**src/rtl/core/bma_pkg.sv**
```systemverilog
`default_nettype none
// ----------------------------------------------------------------------------
// bma_pkg
// Shared constants and types for the boxcar moving average.
// ----------------------------------------------------------------------------
package bma_pkg;

    localparam int MAX_WINDOW = 32;
    localparam int SAMPLE_W   = 16;
    localparam int WIN_CFG_W  = 6;

    localparam logic [WIN_CFG_W-1:0] WINDOW_RESET = WIN_CFG_W'(20);

    // History pointer, effective window length, running sum and its magnitude.
    localparam int PTR_W = $clog2(MAX_WINDOW);
    localparam int NW    = $clog2(MAX_WINDOW + 1);
    localparam int SUM_W = SAMPLE_W + $clog2(MAX_WINDOW) + 1;
    localparam int MAG_W = SUM_W - 1;
    localparam int REM_W = NW + 1;
    localparam int CNT_W = $clog2(MAG_W);

    typedef enum logic [1:0] {
        S_IDLE,
        S_SUM,
        S_DIV,
        S_DONE
    } t_state;

endpackage
`default_nettype wire

```
**src/rtl/core/bma_ram.sv**
```systemverilog
`default_nettype none
// ----------------------------------------------------------------------------
// bma_ram
// Generic single-write, single-read RAM with a registered read port.
// ----------------------------------------------------------------------------
module bma_ram #(
    parameter int WIDTH = 16,
    parameter int DEPTH = 32
) (
    input  wire logic                     i_clk,
    input  wire logic                     i_we,
    input  wire logic [$clog2(DEPTH)-1:0] i_waddr,
    input  wire logic [WIDTH-1:0]         i_wdata,
    input  wire logic                     i_re,
    input  wire logic [$clog2(DEPTH)-1:0] i_raddr,
    output logic      [WIDTH-1:0]         o_rdata
);

    logic [WIDTH-1:0] r_mem [DEPTH];

    always_ff @(posedge i_clk) begin
        if (i_we) begin
            r_mem[i_waddr] <= i_wdata;
        end
        if (i_re) begin
            o_rdata <= r_mem[i_raddr];
        end
    end

endmodule
`default_nettype wire

```
**src/rtl/core/boxcar_moving_average.sv**
```systemverilog
`default_nettype none
// ----------------------------------------------------------------------------
// boxcar_moving_average
// Mean of the last N signed samples, using a circular history buffer, a
// running sum and a bit-serial restoring divider.
// ----------------------------------------------------------------------------
// An accepted sample passes S_SUM, the bit-serial divide in S_DIV and S_DONE,
// which loads the registered result; o_stall holds off new samples till then.
// The divider takes one quotient bit per cycle over the 21-bit sum magnitude.
// Reset (synchronous, active low) sets the window to 20 and clears the history
// valid bits and running sum; a window write clears them the same way.
// ----------------------------------------------------------------------------
module boxcar_moving_average (
    input  wire logic                            i_clk,
    input  wire logic                            i_rst_n,
    input  wire logic                            i_cfg_we,
    input  wire logic [bma_pkg::WIN_CFG_W-1:0]   i_window_length,
    input  wire logic                            i_valid,
    output logic                                 o_stall,
    input  wire logic signed [bma_pkg::SAMPLE_W-1:0] i_sample,
    output logic                                 o_valid,
    input  wire logic                            i_stall,
    output logic signed [bma_pkg::SAMPLE_W-1:0]  o_average
);
    import bma_pkg::*;

    t_state                     r_state,    n_state;
    logic [NW-1:0]              r_win_n,    n_win_n;
    logic [PTR_W-1:0]           r_ptr,      n_ptr;
    logic [MAX_WINDOW-1:0]      r_hist_vld, n_hist_vld;
    logic signed [SUM_W-1:0]    r_sum,      n_sum;
    logic signed [SAMPLE_W-1:0] r_sample,   n_sample;
    logic [MAG_W-1:0]           r_mag,      n_mag;
    logic [NW-1:0]              r_rem,      n_rem;
    logic                       r_neg,      n_neg;
    logic [CNT_W-1:0]           r_cnt,      n_cnt;
    logic                       r_out_vld,  n_out_vld;
    logic signed [SAMPLE_W-1:0] r_avg,      n_avg;

    logic                       accept;
    logic                       ram_we;
    logic [SAMPLE_W-1:0]        ram_rdata;
    logic signed [SAMPLE_W-1:0] leaving;
    logic signed [SUM_W-1:0]    sum_new;
    logic [REM_W-1:0]           rem_sh;
    logic [MAG_W-1:0]           mag_neg;
    logic [NW-1:0]              cfg_win;

    bma_ram #(
        .WIDTH (SAMPLE_W),
        .DEPTH (MAX_WINDOW)
    ) u_hist (
        .i_clk   (i_clk),
        .i_we    (ram_we),
        .i_waddr (r_ptr),
        .i_wdata (r_sample),
        .i_re    (accept),
        .i_raddr (r_ptr),
        .o_rdata (ram_rdata)
    );

    assign o_stall   = (r_state != S_IDLE);
    assign accept    = i_valid && !o_stall;
    assign o_valid   = r_out_vld;
    assign o_average = r_avg;

    always_comb begin
        if (i_window_length == '0) begin
            cfg_win = NW'(1);
        end else if (int'(i_window_length) > MAX_WINDOW) begin
            cfg_win = NW'(MAX_WINDOW);
        end else begin
            cfg_win = NW'(i_window_length);
        end
    end

    always_comb begin
        n_state    = r_state;
        n_win_n    = r_win_n;
        n_ptr      = r_ptr;
        n_hist_vld = r_hist_vld;
        n_sum      = r_sum;
        n_sample   = r_sample;
        n_mag      = r_mag;
        n_rem      = r_rem;
        n_neg      = r_neg;
        n_cnt      = r_cnt;
        n_out_vld  = r_out_vld;
        n_avg      = r_avg;
        ram_we     = 1'b0;

        // A slot that was never written since the last clear holds a zero sample.
        leaving = r_hist_vld[r_ptr] ? signed'(ram_rdata) : '0;
        sum_new = r_sum + SUM_W'(r_sample) - SUM_W'(leaving);
        rem_sh  = {r_rem, r_mag[MAG_W-1]};
        mag_neg = ~r_mag + MAG_W'(1);

        if (r_out_vld && !i_stall) begin
            n_out_vld = 1'b0;
        end

        case (r_state)
            S_IDLE: begin
                if (accept) begin
                    n_sample = i_sample;
                    n_state  = S_SUM;
                end
            end
            S_SUM: begin
                ram_we            = 1'b1;
                n_hist_vld[r_ptr] = 1'b1;
                n_sum             = sum_new;
                n_neg             = sum_new[SUM_W-1];
                n_mag             = sum_new[SUM_W-1] ? MAG_W'(-sum_new) : MAG_W'(sum_new);
                n_rem             = '0;
                n_cnt             = CNT_W'(MAG_W - 1);
                if (NW'(r_ptr) + NW'(1) == r_win_n) begin
                    n_ptr = '0;
                end else begin
                    n_ptr = r_ptr + PTR_W'(1);
                end
                n_state = S_DIV;
            end
            S_DIV: begin
                // Restoring division: quotient bits shift in where dividend bits leave.
                if (rem_sh >= REM_W'(r_win_n)) begin
                    n_rem = NW'(rem_sh - REM_W'(r_win_n));
                    n_mag = {r_mag[MAG_W-2:0], 1'b1};
                end else begin
                    n_rem = NW'(rem_sh);
                    n_mag = {r_mag[MAG_W-2:0], 1'b0};
                end
                n_cnt = r_cnt - CNT_W'(1);
                if (r_cnt == '0) begin
                    n_state = S_DONE;
                end
            end
            S_DONE: begin
                if (!r_out_vld || !i_stall) begin
                    n_out_vld = 1'b1;
                    n_avg     = r_neg ? signed'(mag_neg[SAMPLE_W-1:0])
                                      : signed'(r_mag[SAMPLE_W-1:0]);
                    n_state   = S_IDLE;
                end
            end
            default: begin
                n_state = S_IDLE;
            end
        endcase

        if (i_cfg_we) begin
            n_win_n    = cfg_win;
            n_ptr      = '0;
            n_hist_vld = '0;
            n_sum      = '0;
        end
    end

    always_ff @(posedge i_clk) begin
        if (!i_rst_n) begin
            r_state    <= S_IDLE;
            r_win_n    <= NW'(WINDOW_RESET);
            r_ptr      <= '0;
            r_hist_vld <= '0;
            r_sum      <= '0;
            r_out_vld  <= 1'b0;
        end else begin
            r_state    <= n_state;
            r_win_n    <= n_win_n;
            r_ptr      <= n_ptr;
            r_hist_vld <= n_hist_vld;
            r_sum      <= n_sum;
            r_out_vld  <= n_out_vld;
        end
    end

    always_ff @(posedge i_clk) begin
        r_sample <= n_sample;
        r_mag    <= n_mag;
        r_rem    <= n_rem;
        r_neg    <= n_neg;
        r_cnt    <= n_cnt;
        r_avg    <= n_avg;
    end

`ifndef SYNTHESIS
    a_ptr_in_window: assert property (@(posedge i_clk) disable iff (!i_rst_n)
        NW'(r_ptr) < r_win_n)
        else $error("history pointer outside the window");

    a_rem_below_divisor: assert property (@(posedge i_clk) disable iff (!i_rst_n)
        (r_state == S_DIV) && (r_cnt == '0) |=> r_rem < r_win_n)
        else $error("division remainder not below window length");

    a_quotient_fits: assert property (@(posedge i_clk) disable iff (!i_rst_n)
        (r_state == S_DONE) |-> r_mag <= MAG_W'(32768))
        else $error("average magnitude exceeds sample range");

    a_result_from_divider: assert property (@(posedge i_clk) disable iff (!i_rst_n)
        $rose(o_valid) |-> $past(r_state) == S_DONE)
        else $error("result beat without a finished division");
`endif

endmodule
`default_nettype wire
```
**config.mk**
```make
export PLATFORM = sky130hd
export DESIGN_NAME = boxcar_moving_average
export DESIGN_NICKNAME = d
export VERILOG_FILES = /design/src/rtl/core/bma_pkg.sv /design/src/rtl/core/bma_ram.sv /design/src/rtl/core/boxcar_moving_average.sv
export SDC_FILE = /design/constraint.sdc
export NUM_CORES = 1
export LEC_CHECK = 0
export BUFFER_PORTS_ARGS = -buffer_cell sky130_fd_sc_hd__buf_2
export CAP_MARGIN = 20
export CORE_ASPECT_RATIO = 1.1
export CORE_MARGIN = 1
export CORE_UTILIZATION = 35
export CTS_BUF_LIST = sky130_fd_sc_hd__clkbuf_16
export DETAILED_ROUTE_END_ITERATION = 7
export GPL_TIMING_DRIVEN = 1
export PLACE_DENSITY = 0.59
export SYNTH_ARGS = -nofsm -noshare
export SYNTH_HDL_FRONTEND = slang
export SYNTH_SLANG_ARGS = --single-unit
export TNS_END_PERCENT = 5
```
**constraint.sdc**
```tcl
create_clock -name i_clk -period 11.7 [get_ports i_clk]
set_clock_uncertainty 0.2 [all_clocks]
set_input_delay 2.34 -clock i_clk [delete_from_list [all_inputs] [get_ports i_clk]]
set_output_delay 2.34 -clock i_clk [all_outputs]
set_load 0.005 [all_outputs]
```
* After elaboration in Yosys (flattened, before gate mapping)
Memory sizes are Yosys's and may differ from the RTL's. A register that Yosys moved wholly into a read port is not among the register bits.
Cells that the tools add are included.
** Operators by class
- Add/sub/neg operators :: 8
- Order comparisons :: 4
- Equal/unequal tests :: 7
- Multiplexer cells :: 25
- Bitwise logic cells :: 3
- Reductions and logical operators :: 16
** Operator list (number)
- 21-bit case mux with 2 select lines :: 1
- 16-bit two-way mux :: 2
- 32-bit bitwise OR :: 1
- 22-bit by 16-bit adder with 22-bit output :: 1
- 22-bit by 16-bit subtractor with 22-bit output :: 1
- 21-bit two-way mux :: 1
- 21-bit negation :: 1
- 6-bit two-way mux :: 3
- 16-bit by 1-bit adder with 16-bit output, second input constant :: 1
- 16-bit inverter :: 1
- 6-bit case mux with 2 select lines :: 1
- 5-bit case mux with 2 select lines :: 1
- 1-bit two-way mux :: 9
- 2-bit case mux with 4 select lines :: 1
- 7-bit by 6-bit greater-or-equal comparator with 1-bit output :: 1
- 5-bit by 1-bit adder with 6-bit output, second input constant :: 1
- 6-bit == test :: 1
- 6-bit greater-than comparator, second input constant :: 1
- 6-bit logical NOT :: 1
- 5-bit by 6-bit < comparator with 1-bit output, second input constant :: 1
- 2-bit two-way mux :: 3
- 2-bit != test, second input constant :: 3
- 6-bit subtractor :: 1
- 5-bit by 1-bit adder with 5-bit output, second input constant :: 1
- other kinds (17) :: 24
** Word-level totals
- Register bits :: 133
- Memory bits (writable) :: 512
- Output and inout bits :: 18
- Memories kept :: 1
** Memory list
- u_hist.r_mem :: words 32, bits a word 16, read ports 1, clocked after Yosys merged registers in 1, wr ports 1, RTL line bma_ram.sv:19 : logic [WIDTH-1:0] r_mem [DEPTH];

* Depth between registers and ports, before layout
Gate-level depths: netlist of the first run.
- Depth in word-level cells :: 7
- Mapped depth :: 22
- Gate-level depth less buffers :: 19

* Hierarchy
A second synthesis of the first run with hierarchy kept.
** Second synthesis, totals
- Cells, all modules :: 2089
- Area total of the unflattened synthesis :: 29306.9 µm²
** Modules (own cells, without submodules)
- bma_ram :: times used 1, cells an instance 1143, area an instance 20696.1 µm²
- boxcar_moving_average :: times used 1, cells an instance 946, area an instance 8610.8 µm²

* Worst setup path before layout of the first run
Ideal clock, no wire load.
- Path type :: register to register
- From :: reg r_ptr[1]
- To :: reg r_mag[20] (data pin)
- Arrival time :: 5.513 ns
- Slack :: 5.727 ns
- Stages on the path, launching flop included :: 21
- Buffers on the path :: 3
- Path through :: dfxtp_1 -> clkbuf_1 -> clkbuf_1 -> mux2i_1 -> o22ai_1 -> nor3_1 -> o21ai_0 -> clkbuf_1 -> and2_1 -> fa_1 -> inv_1 -> ha_1 -> o211a_1 -> o21a_4 -> or3_4 -> a2111oi_4 -> or4b_1 -> nor4_2 -> a41oi_1 -> xor2_1 -> mux2_2
** Between the ends
- Longest elaborated chain between the ends :: 7
** Ends and longest elaborated chain
- start, declared :: RTL line boxcar_moving_average.sv:29 : logic [PTR_W-1:0] r_ptr, n_ptr;
- start signal, assigned :: RTL line boxcar_moving_average.sv:170 : r_ptr <= n_ptr;
- 1-bit binary-select mux with 5-bit select * :: RTL line boxcar_moving_average.sv:93 : leaving = r_hist_vld[r_ptr] ? signed'(ram_rdata) : '0;
- 1-bit two-way mux (not written as such) * :: RTL line boxcar_moving_average.sv:93
- 16-bit two-way mux * :: RTL line boxcar_moving_average.sv:93
- 22-bit by 16-bit subtractor with 22-bit output * :: RTL line boxcar_moving_average.sv:94 : sum_new = r_sum + SUM_W'(r_sample) - SUM_W'(leaving);
- 21-bit negation :: RTL line boxcar_moving_average.sv:114 : n_mag = sum_new[SUM_W-1] ? MAG_W'(-sum_new) : MAG_W'(sum_new);
- 21-bit two-way mux * :: RTL line boxcar_moving_average.sv:114
- 21-bit case mux with 2 select lines * :: RTL line boxcar_moving_average.sv:102 : case (r_state)
- net n_mag[20] :: RTL line boxcar_moving_average.sv:33 : logic [MAG_W-1:0] r_mag, n_mag;
- end signal, assigned :: RTL line boxcar_moving_average.sv:179 : r_mag <= n_mag;
- end, declared :: RTL line boxcar_moving_average.sv:33
Mark *: on every way through the listed nets, which the timed path passes. The rest lies on a longest branch. The select of a mux whose other input is x is not followed.
A chain may end at the register's enable or synchronous reset.

* Worst setup path after layout of the first run
- From :: reg r_ptr[0]
- To :: reg r_mag[13] (data pin)
** Between the ends
- Elaborated cells between the ends (all ways) :: 7
- Those cells by class :: 2 x add/sub; 5 x mux
** RTL lines
- 1-bit binary-select mux with 5-bit select :: RTL line boxcar_moving_average.sv:93
- 1-bit two-way mux (not written as such) :: RTL line boxcar_moving_average.sv:93
- 16-bit two-way mux :: RTL line boxcar_moving_average.sv:93
- 22-bit by 16-bit subtractor with 22-bit output :: RTL line boxcar_moving_average.sv:94
- net sum_new[21] :: RTL line boxcar_moving_average.sv:44 : logic signed [SUM_W-1:0] sum_new;
- 21-bit two-way mux :: RTL line boxcar_moving_average.sv:114
- 21-bit case mux with 2 select lines :: RTL line boxcar_moving_average.sv:102
- net n_mag[13] :: RTL line boxcar_moving_average.sv:33
The timed path passes the listed nets, and every way through them passes these cells. The select of a mux whose other input is x is not followed.

==> summary.txt, run 1 <==
Finish
  – Area grow syn2layout: 14.93%
  – Fin cells: 2858
  – NumNets Final: between 1500 and 2000
  – Share of cells above drive strength 1: between 20 and 25%
  – Ant. Diodes: 0
  – Fin util: between 40% and 50%
  – Fin area: between 30000 and 40000 um^2

Setup path
  – CP Class: flop to flop
  – CP Capture Type: flop
  – CP Data Required Time: roughly 12000 ps
  – Origin of the critical flop-to-flop path: r_ptr[0]$_SDFFE_PP0P_
  – Startpoint Class: flop
  – Reg2reg path depth: 19
  – Reg-to-reg endpoint: r_mag[13]$_DFFE_PP_
  – Reg2reg setup slack: ~4000 ps
  – Crit-path max FO: 37
  – Worst Path Arrival: 7760 ps

STA
  – Max Slew Vio Count: 0
  – Max Freq: about 130 MHz
  – Final min period: between 7000 and 8000 ps
  – Fin crit share: 64.90%
  – Slew margin rel.: 27.06%
  – Final setup fails: 0
  – Final Hold Viols: 0
  – Setup TNS: 0 ps
  – Min Hold Slack: around 270 ps
  – Final WS setup: 4107 ps
  – RSZ-0062 raised after global routing: false
  – Worst-Margin Slew: about 1100 ps

Place
  – Area after DPL: a little under 30000 um^2
  – IO Port Bufs: 44
  – Post-DP HPWL: between 40000 and 50000 um
  – Gpl congestion: between 0.8 and 0.9
  – DP Worst Slack: 4061 ps
  – Placed Cells incl. Taps: roughly 2700

Power and ir drop
  – Power Total: about 7.5 mW
  – Lkg Pwr: between 10 and 15 nW
  – PwrDens: around 240 nW/um^2
  – Maximum vdd drop: 0.1426 mV

Synthesis
  – Ys async rst share: 0%
  – Multiplexer share of the synthesized area: approximately an eighth
  – Largest family of logic cells by synthesized area: multiplexers
  – Cell taking the most area after synthesis: edfxtp_1
  – Top post-synthesis cells by area: edfxtp_1 (64%), mux4_2 (11%), dfxtp_1 (4.9%)
  – XOR/XNOR share of the synthesized area: 1.890%
  – Synth top area share: 64.18%
  – Synthesis warning total: 0
  – Syn avg cell area: about 17 um^2
  – #FFs+latches synth: ~660
  – EDFF count, synth: between 500 and 600
  – Synth Net Count: roughly 1800
  – Synth Area in Simple Gates: approximately 5.8%
  – Mapped Area: about 28000 um^2
  – Top_reg_cell synth: edfxtp_1
  – Post-synthesis sequential area ratio: between 60% and 70%
  – Mapped Cells: 1663
  – Post-Synth Adder-Cell Area: roughly 3.4%
  – Synth unique cells: 70
  – Compound-Gate Fraction of Synth Area: between 4 and 5%

GRT
  – Congestion Overflow GR: 0
  – First-pass GRT wire length: 98410 um
  – Antenna violations before repair: 1
  – GR Layer Usage met2: between 20% and 30%
  – GR Util met1: around 22%
  – Number of global-route vias before repair: between 15000 and 20000
  – Met3 Resource Use GR: under 10%
  – Largest net degree at the start of global routing: 130
  – Gr usage total: between 15 and 20%
  – GRT busiest layer: met2

Floorplan
  – I/O Pins: between 40 and 50
  – Core area: just under 80000 um^2
  – Die X-Extent: between 200 and 300 um
  – Initial core utilization: between 30% and 40%
  – Die H: roughly 300 um
  – Num rows: 107
  – Die area: a little over 80000 um^2

Routing
  – DR vias: 15000
  – Post-route DRC: 0
  – Drt first-iter violations: roughly 1500
  – Post-Route WL: ~66000 um
  – DRT Pass-1 Iters: 5
  – ANT nets after route: 0
  – WL/cell: between 20 and 25 um
  – Vias per cell: 5.248

Clock network
  – Clock Tree Buf Depth: 3
  – Setup bufs post-CTS: 0
  – Reg clk slew, reported paths: approximately 60 ps
  – Hold Buf Count CTS: 0
  – H-Tree Depth: 3
  – Clock Sinks: 661
  – Clk_lat worst skew: 620 ps
  – Post-cts gate resize count: 0
  – CTS tree: done
  – Root buffer cell: clkbuf_16
  – CTS Buf Count: between 70 and 80

Run status
  – Status: complete, no violations

Min path
  – Hold WC Path Type: flop to flop
  – WHS Endpoint: r_hist_vld[22]$_SDFFE_PP0P_
  – Hold Path Depth: 2
  – HP Start: r_hist_vld[22]$_SDFFE_PP0P_

Job
  – Max Cap Viol: 0
==> flip-flops by register name (all words and copies together) (netlist names) <==
name / cells
u_hist.r_mem: 512
r_hist_vld: 32
r_sum: 22
r_mag: 21
o_average: 16
r_sample: 16
u_hist.o_rdata: 16
r_rem: 6
r_win_n: 6
r_cnt: 5
r_ptr: 5
r_state: 2
o_valid: 1
r_neg: 1
==> cell type report <==
cell class	instances	area, um^2
fill	7022	46030
sequential	661	19180
multi-input combinational	835	8029
clock buffer	72	1802
tap	1035	1295
timing repair buffer	106	755.7
clock inverter	56	480.5
inverter	93	349.1
==> layer usage <==
metal	share of wire, %	routed length (um)
met5	0	0
met4	3.0	1962
met3	5.5	3602
met2	48	31830
met1	43	28610
==> Yosys cell counts (all sizes together) (9+ instances only) <==
| master | n |
|---|---|
| nor2 | 157 |
| buf | 20 |
| edfxtp | 593 |
| nand3 | 14 |
| mux2 | 18 |
| nand4 | 18 |
| a21o | 9 |
| dfxtp | 68 |
| mux4 | 132 |
| and2 | 24 |
| xor2 | 28 |
| nand2 | 43 |
| inv | 93 |
| ha | 40 |
| clkbuf | 54 |
| xnor2 | 31 |
| o21ai | 32 |
| nand2b | 13 |
| nor3 | 12 |
| a21oi | 36 |
| nor2b | 14 |
| a22oi | 65 |
| mux2i | 30 |
| fa | 22 |
==> critical path: stages, from the launching register on <==
cell      delay [ps]
dfxtp_4          860
buf_4            650
mux4_2           580
a22o_1           240
nor2_1           200
o21ai_0          370
and2_1           330
fa_1             540
inv_1             60
ha_1             290
a211oi_1         400
o21ai_1          200
a22oi_1          440
o21ai_1          180
a311o_1          410
xnor2_2          710
inv_2            150
o21ai_0          140
xnor2_1           90
mux2_2           260
==> worst max-delay path by stage <==
stage,from,to,slack (ps),cells past startpoint
2_1_floorplan,r_ptr[1]$_SDFFE_PP0P_,r_mag[20]$_DFFE_PP_,5730,20
3_3_place_gp,r_ptr[0]$_SDFFE_PP0P_,r_mag[13]$_DFFE_PP_,4120,19
3_5_place_dp,r_ptr[0]$_SDFFE_PP0P_,r_mag[13]$_DFFE_PP_,4060,19
4_1_cts,r_ptr[0]$_SDFFE_PP0P_,r_mag[13]$_DFFE_PP_,4040,19
5_1_grt,r_ptr[0]$_SDFFE_PP0P_,r_mag[13]$_DFFE_PP_,3520,19
6_report,r_ptr[0]$_SDFFE_PP0P_,r_mag[13]$_DFFE_PP_,4110,19
==> report_power, final <==
part | total [mW] | internal (mW) | switching (mW)
Combinational | 2.28 | 0.959 | 1.32
Clock | 2.19 | 1.26 | 0.931
Sequential | 3.03 | 2.92 | 0.104
==> placed cells by master, fill, tap and decap left out, types with 11 or more instances in the layout <==
cell / instances
nand4_1: 18
clkinv_1: 14
dfxtp_1: 66
xor2_1: 28
nor2b_1: 14
fa_1: 22
and2_1: 23
mux2i_1: 30
buf_4: 55
nor3_1: 11
clkbuf_16: 72
o21ai_0: 30
xnor2_1: 30
nand2_1: 43
edfxtp_1: 593
a22oi_1: 65
inv_1: 109
a21oi_1: 36
mux2_2: 18
nand2b_1: 12
buf_2: 44
nand3_1: 14
nor2_1: 142
mux4_2: 132
ha_1: 39
nor2_2: 14
==> cell families (layout without fill, tap and decap cells) <==
logic type                 Yosys count  count (layout)
AOI/OAI and AO/OA                  200             200
muxes                              180             180
xor gates and xnor gates            59              59
and+or+nand+nor                    334             334
DFF                                661             661
adders and majority gates           62              62
buffers and inverters              167             327
No activity file was read; power rests on OpenSTA's default activity.
==> run 2, diff against run 1 <==
--- a/config.mk
+++ b/config.mk
@@ -5,6 +5,7 @@
 export SDC_FILE = /design/constraint.sdc
 export NUM_CORES = 1
 export LEC_CHECK = 0
+export ABC_AREA = 1
 export BUFFER_PORTS_ARGS = -buffer_cell sky130_fd_sc_hd__buf_2
 export CAP_MARGIN = 20
 export CORE_ASPECT_RATIO = 1.1
@@ -13,7 +14,7 @@
 export CTS_BUF_LIST = sky130_fd_sc_hd__clkbuf_16
 export DETAILED_ROUTE_END_ITERATION = 7
 export GPL_TIMING_DRIVEN = 1
-export PLACE_DENSITY = 0.59
+export PLACE_DENSITY = 0.61
 export SYNTH_ARGS = -nofsm -noshare
 export SYNTH_HDL_FRONTEND = slang
 export SYNTH_SLANG_ARGS = --single-unit
==> constraint.sdc (replaced) <==
create_clock -name i_clk -period 6.72 [get_ports i_clk]
set_clock_uncertainty 0.2 [all_clocks]
set_input_delay 1.344 -clock i_clk [delete_from_list [all_inputs] [get_ports i_clk]]
set_output_delay 1.344 -clock i_clk [all_outputs]
set_load 0.005 [all_outputs]
==> summary.txt, run 2 <==
Run status
  – Status: complete, no violations (unchanged)

Setup path
  – Crit-path max FO: 84 (was 37)
  – Reg2reg path depth: 29 (was 19)
  – Slowest CP cell: inv_4 (was dfxtp_4)
  – Crit-path leading delay family: simple AND/OR/NAND/NOR gates (was compound AO/OA/AOI/OAI gates)
  – Startpoint Class: flop (unchanged)
  – CP Class: flop to flop (unchanged)
  – Worst Path Arrival: 5720 ps (was 7760 ps)
  – Reg2reg setup slack: 1150 ps (was 4110 ps)
  – Critical Path Most Common Cell: nand2_1
  – CP Data Required Time: 6880 ps (was 11860 ps)
  – CP Capture Type: flop (unchanged)
  – Crit path largest cell delay: 650 ps (was 860 ps)
  – Crit path depth: 29 (was 19)
  – Worst Path Buf+Inv: 5 (was 3)

Finish
  – Largest register by flop count: u_hist.r_mem (unchanged)
  – Share of cells above drive strength 1: 9.535% (was 21.61%)
  – Fin util: 39.94% (was 40.92%)
  – FF/Latch Area: 19180 um^2 (unchanged)
  – Ant. Diodes: 0 (unchanged)
  – Most frequent cells in the layout: edfxtp_1 (593), nor2_1 (425), o21ai_0 (303) (was edfxtp_1 (593), nor2_1 (142), mux4_2 (132))
  – Area occupied by multi-input gates: 7881 um^2 (was 8029 um^2)
  – Fin cells: 3655 (was 2858)
  – Most common cell after layout, fill and taps aside: edfxtp_1 (unchanged)
  – Area grow syn2layout: 12.91% (was 14.93%)
  – Biggest regs: u_hist.r_mem: 512 flops, r_hist_vld: 32 flops, r_sum: 22 flops (unchanged)
  – Largest register FFs: 512 (unchanged)
  – NumNets Final: 2634 (was 1857)
  – Filler cells: 7529 (was 7022)

STA
  – Worst-Margin Slew: 1009 ps (was 1093 ps)
  – Final min period: 5566 ps (was 7593 ps)
  – Setup TNS: 0 ps (unchanged)
  – Final setup fails: 0 (unchanged)
  – Max Slew Vio Count: 0 (unchanged)
  – Max Freq: 179.7 MHz (was 131.7 MHz)
  – RSZ-0062 raised after global routing: false (unchanged)
  – Final WS setup: 1154 ps (was 4107 ps)
  – Slew margin rel.: 32.48% (was 27.06%)
  – Final Hold Viols: 0 (unchanged)
  – Fin crit share: 82.82% (was 64.90%)

Place
  – Post-DP HPWL: 42340 um (was 40530 um)
  – DP Worst Slack: 1215 ps (was 4061 ps)
  – Gpl congestion: 0.8983 (was 0.8473)
  – IO Port Bufs: 44 (unchanged)
  – Placed Cells incl. Taps: 3527 (was 2730)

Clock network
  – Clock Tree Buf Depth: 3 (unchanged)
  – H-Tree Depth: 3 (unchanged)
  – Post-cts gate resize count: 0 (unchanged)
  – Clock Sinks: 661 (unchanged)
  – Root buffer cell: clkbuf_16 (unchanged)
  – Hold Buf Count CTS: 0 (unchanged)
  – Reg clk slew, reported paths: 60 ps (about the same)
  – CTS Buf Count: 70 (was 71)
  – Setup bufs post-CTS: 0 (unchanged)
  – CTS tree: done (unchanged)
  – Clk_lat worst skew: 610 ps (was 620 ps)

Floorplan
  – Die H: 300.8 um (was 297.3 um)
  – Initial core utilization: 35.37% (was 35.61%)
  – I/O Pins: 45 (unchanged)
  – Die X-Extent: 273.7 um (was 270.5 um)
  – Num rows: 109 (was 107)
  – Core area: 80330 um^2 (was 77920 um^2)
  – Die area: 82330 um^2 (was 80400 um^2)

Power and ir drop
  – Power Total: 12.26 mW (was 7.497 mW)
  – Lkg Pwr: 11.77 nW (was 10.43 nW)
  – Maximum vdd drop: 0.3495 mV (was 0.1426 mV)
  – PwrDens: 382.0 nW/um^2 (was 235.1 nW/um^2)

Synthesis
  – Cell taking the most area after synthesis: edfxtp_1 (unchanged)
  – Synth top area share: 62.67% (was 64.18%)
  – Ys async rst share: 0% (unchanged)
  – Mapped Cells: 2483 (was 1663)
  – Syn avg cell area: 11.44 um^2 (was 16.68 um^2)
  – Most common cell in the netlist: edfxtp_1 (unchanged)
  – Synthesis warning total: 0 (unchanged)
  – Synth unique cells: 46 (was 70)
  – #FFs+latches synth: 661 (unchanged)
  – Synth Net Count: 2572 (was 1752)
  – Synth cell count leaders: edfxtp_1 (593), nor2_1 (425), o21ai_0 (303) (was edfxtp_1 (593), nor2_1 (157), mux4_2 (132))
  – Post-synthesis sequential area ratio: 67.46% (was 69.09%)
  – Mapped Area: 28410 um^2 (was 27750 um^2)
  – Top post-synthesis cells by area: edfxtp_1 (63%), nor2_1 (5.6%), o21ai_0 (5.3%) (was edfxtp_1 (64%), mux4_2 (11%), dfxtp_1 (4.9%))
  – EDFF count, synth: 593 (unchanged)
  – Top_reg_cell synth: edfxtp_1 (unchanged)

Routing
  – Post-route DRC: 0 (unchanged)
  – WL/cell: 19.45 um (was 23.09 um)
  – ANT nets after route: 0 (unchanged)
  – DR vias: 19055 (was 15000)
  – Drt first-iter violations: 1745 (was 1524)
  – DRT Pass-1 Iters: 5 (unchanged)
  – Vias per cell: 5.213 (was 5.248)
  – Post-Route WL: 71110 um (was 66000 um)

GRT
  – Number of global-route vias before repair: 18258 (was 15279)
  – Gr usage total: 17.02% (was 16.41%)
  – Congestion Overflow GR: 0 (unchanged)
  – Antenna violations before repair: 0 (was 1)
  – Largest net degree at the start of global routing: 99 (was 130)
  – First-pass GRT wire length: 107100 um (was 98410 um)

Min path
  – Hold WC Path Type: flop to flop (unchanged)
  – Hold Path Depth: 2 (unchanged)

Job
  – Max Cap Viol: 0 (unchanged)
[run 2: changes by cell type in the layout (fill, tap and decap cells not counted), moves of 65 or more]
cell / delta
o22ai_1: +123
a22oi_1: -65
nand2_1: +202
inv_1: +111
nor2_1: +283
o21ai_0: +273
mux4_2: -132
[run 2: report_power, final]
| group | switching [mW] | total, mW | internal [mW] | leakage, nW |
|---|---|---|---|---|
| registers | 0.127 | 5.17 | 5.04 | 5.92 |
| logic | 2.42 | 3.48 | 1.05 | 4.74 |
| clock network | 1.58 | 3.61 | 2.03 | 1.12 |
[run 2: worst reg2reg max path: cells and delay by family (launching register included)]
kind	cells	cell delay [ps]
AND/OR/NAND/NOR	18	2170
adder cells (fa/ha/maj)	4	1220
flip-flops	1	350
buffers and inverters	5	1170
AO/OA/AOI/OAI	2	190
[run 2: layout make-up]
type / instances / share of cell area, %
clock buffer: 70 / 5.460
clock inverter: 58 / 1.225
inverter: 219 / 2.586
multi-input combinational: 1481 / 24.57
sequential: 661 / 59.77
tap: 1054 / 4.111
timing repair buffer: 112 / 2.278
[run 2: worst paths after layout]
path                                      end                   startpoint
setup / recovery          r_mag[20]$_DFFE_PP_        r_ptr[1]$_SDFFE_PP0P_
hold / removal    r_hist_vld[22]$_SDFFE_PP0P_  r_hist_vld[22]$_SDFFE_PP0P_
setup reg to reg          r_mag[20]$_DFFE_PP_        r_ptr[1]$_SDFFE_PP0P_
hold reg to reg   r_hist_vld[22]$_SDFFE_PP0P_  r_hist_vld[22]$_SDFFE_PP0P_
[run 2: logic make-up (layout without fill, tap and decap cells)]
family	count (synthesis)	count (layout)	share of synthesized area (%)
buffers and inverters	341	459	4.800
AO/OA/AOI/OAI	611	611	12.44
AND/OR/NAND/NOR	777	777	11.03
XOR/XNOR	31	31	0.9556
flip-flops	661	661	67.46
adder cells (fa/ha/maj)	62	62	3.311
[run 2: metrics by stage]
| step | hold slack [ps] | area [um^2] |
|---|---|---|
| finish | 271.0 | 32080 |
| global route | 289.1 | 32080 |
| CTS | 267.8 | 32080 |
| detailed placement | 253.5 | 29940 |
| global placement | 245.2 | 29940 |
| floorplan | 234.9 | 28410 |
[run 2: per-layer routing]
layer,vias to the layer above,routed length [um],GRT usage [%]
li1,8934,-,-
met1,9395,30650,22.72
met2,640,34170,28.30
met3,86,4698,2.504
met4,0,1592,5.600
met5,-,0,0
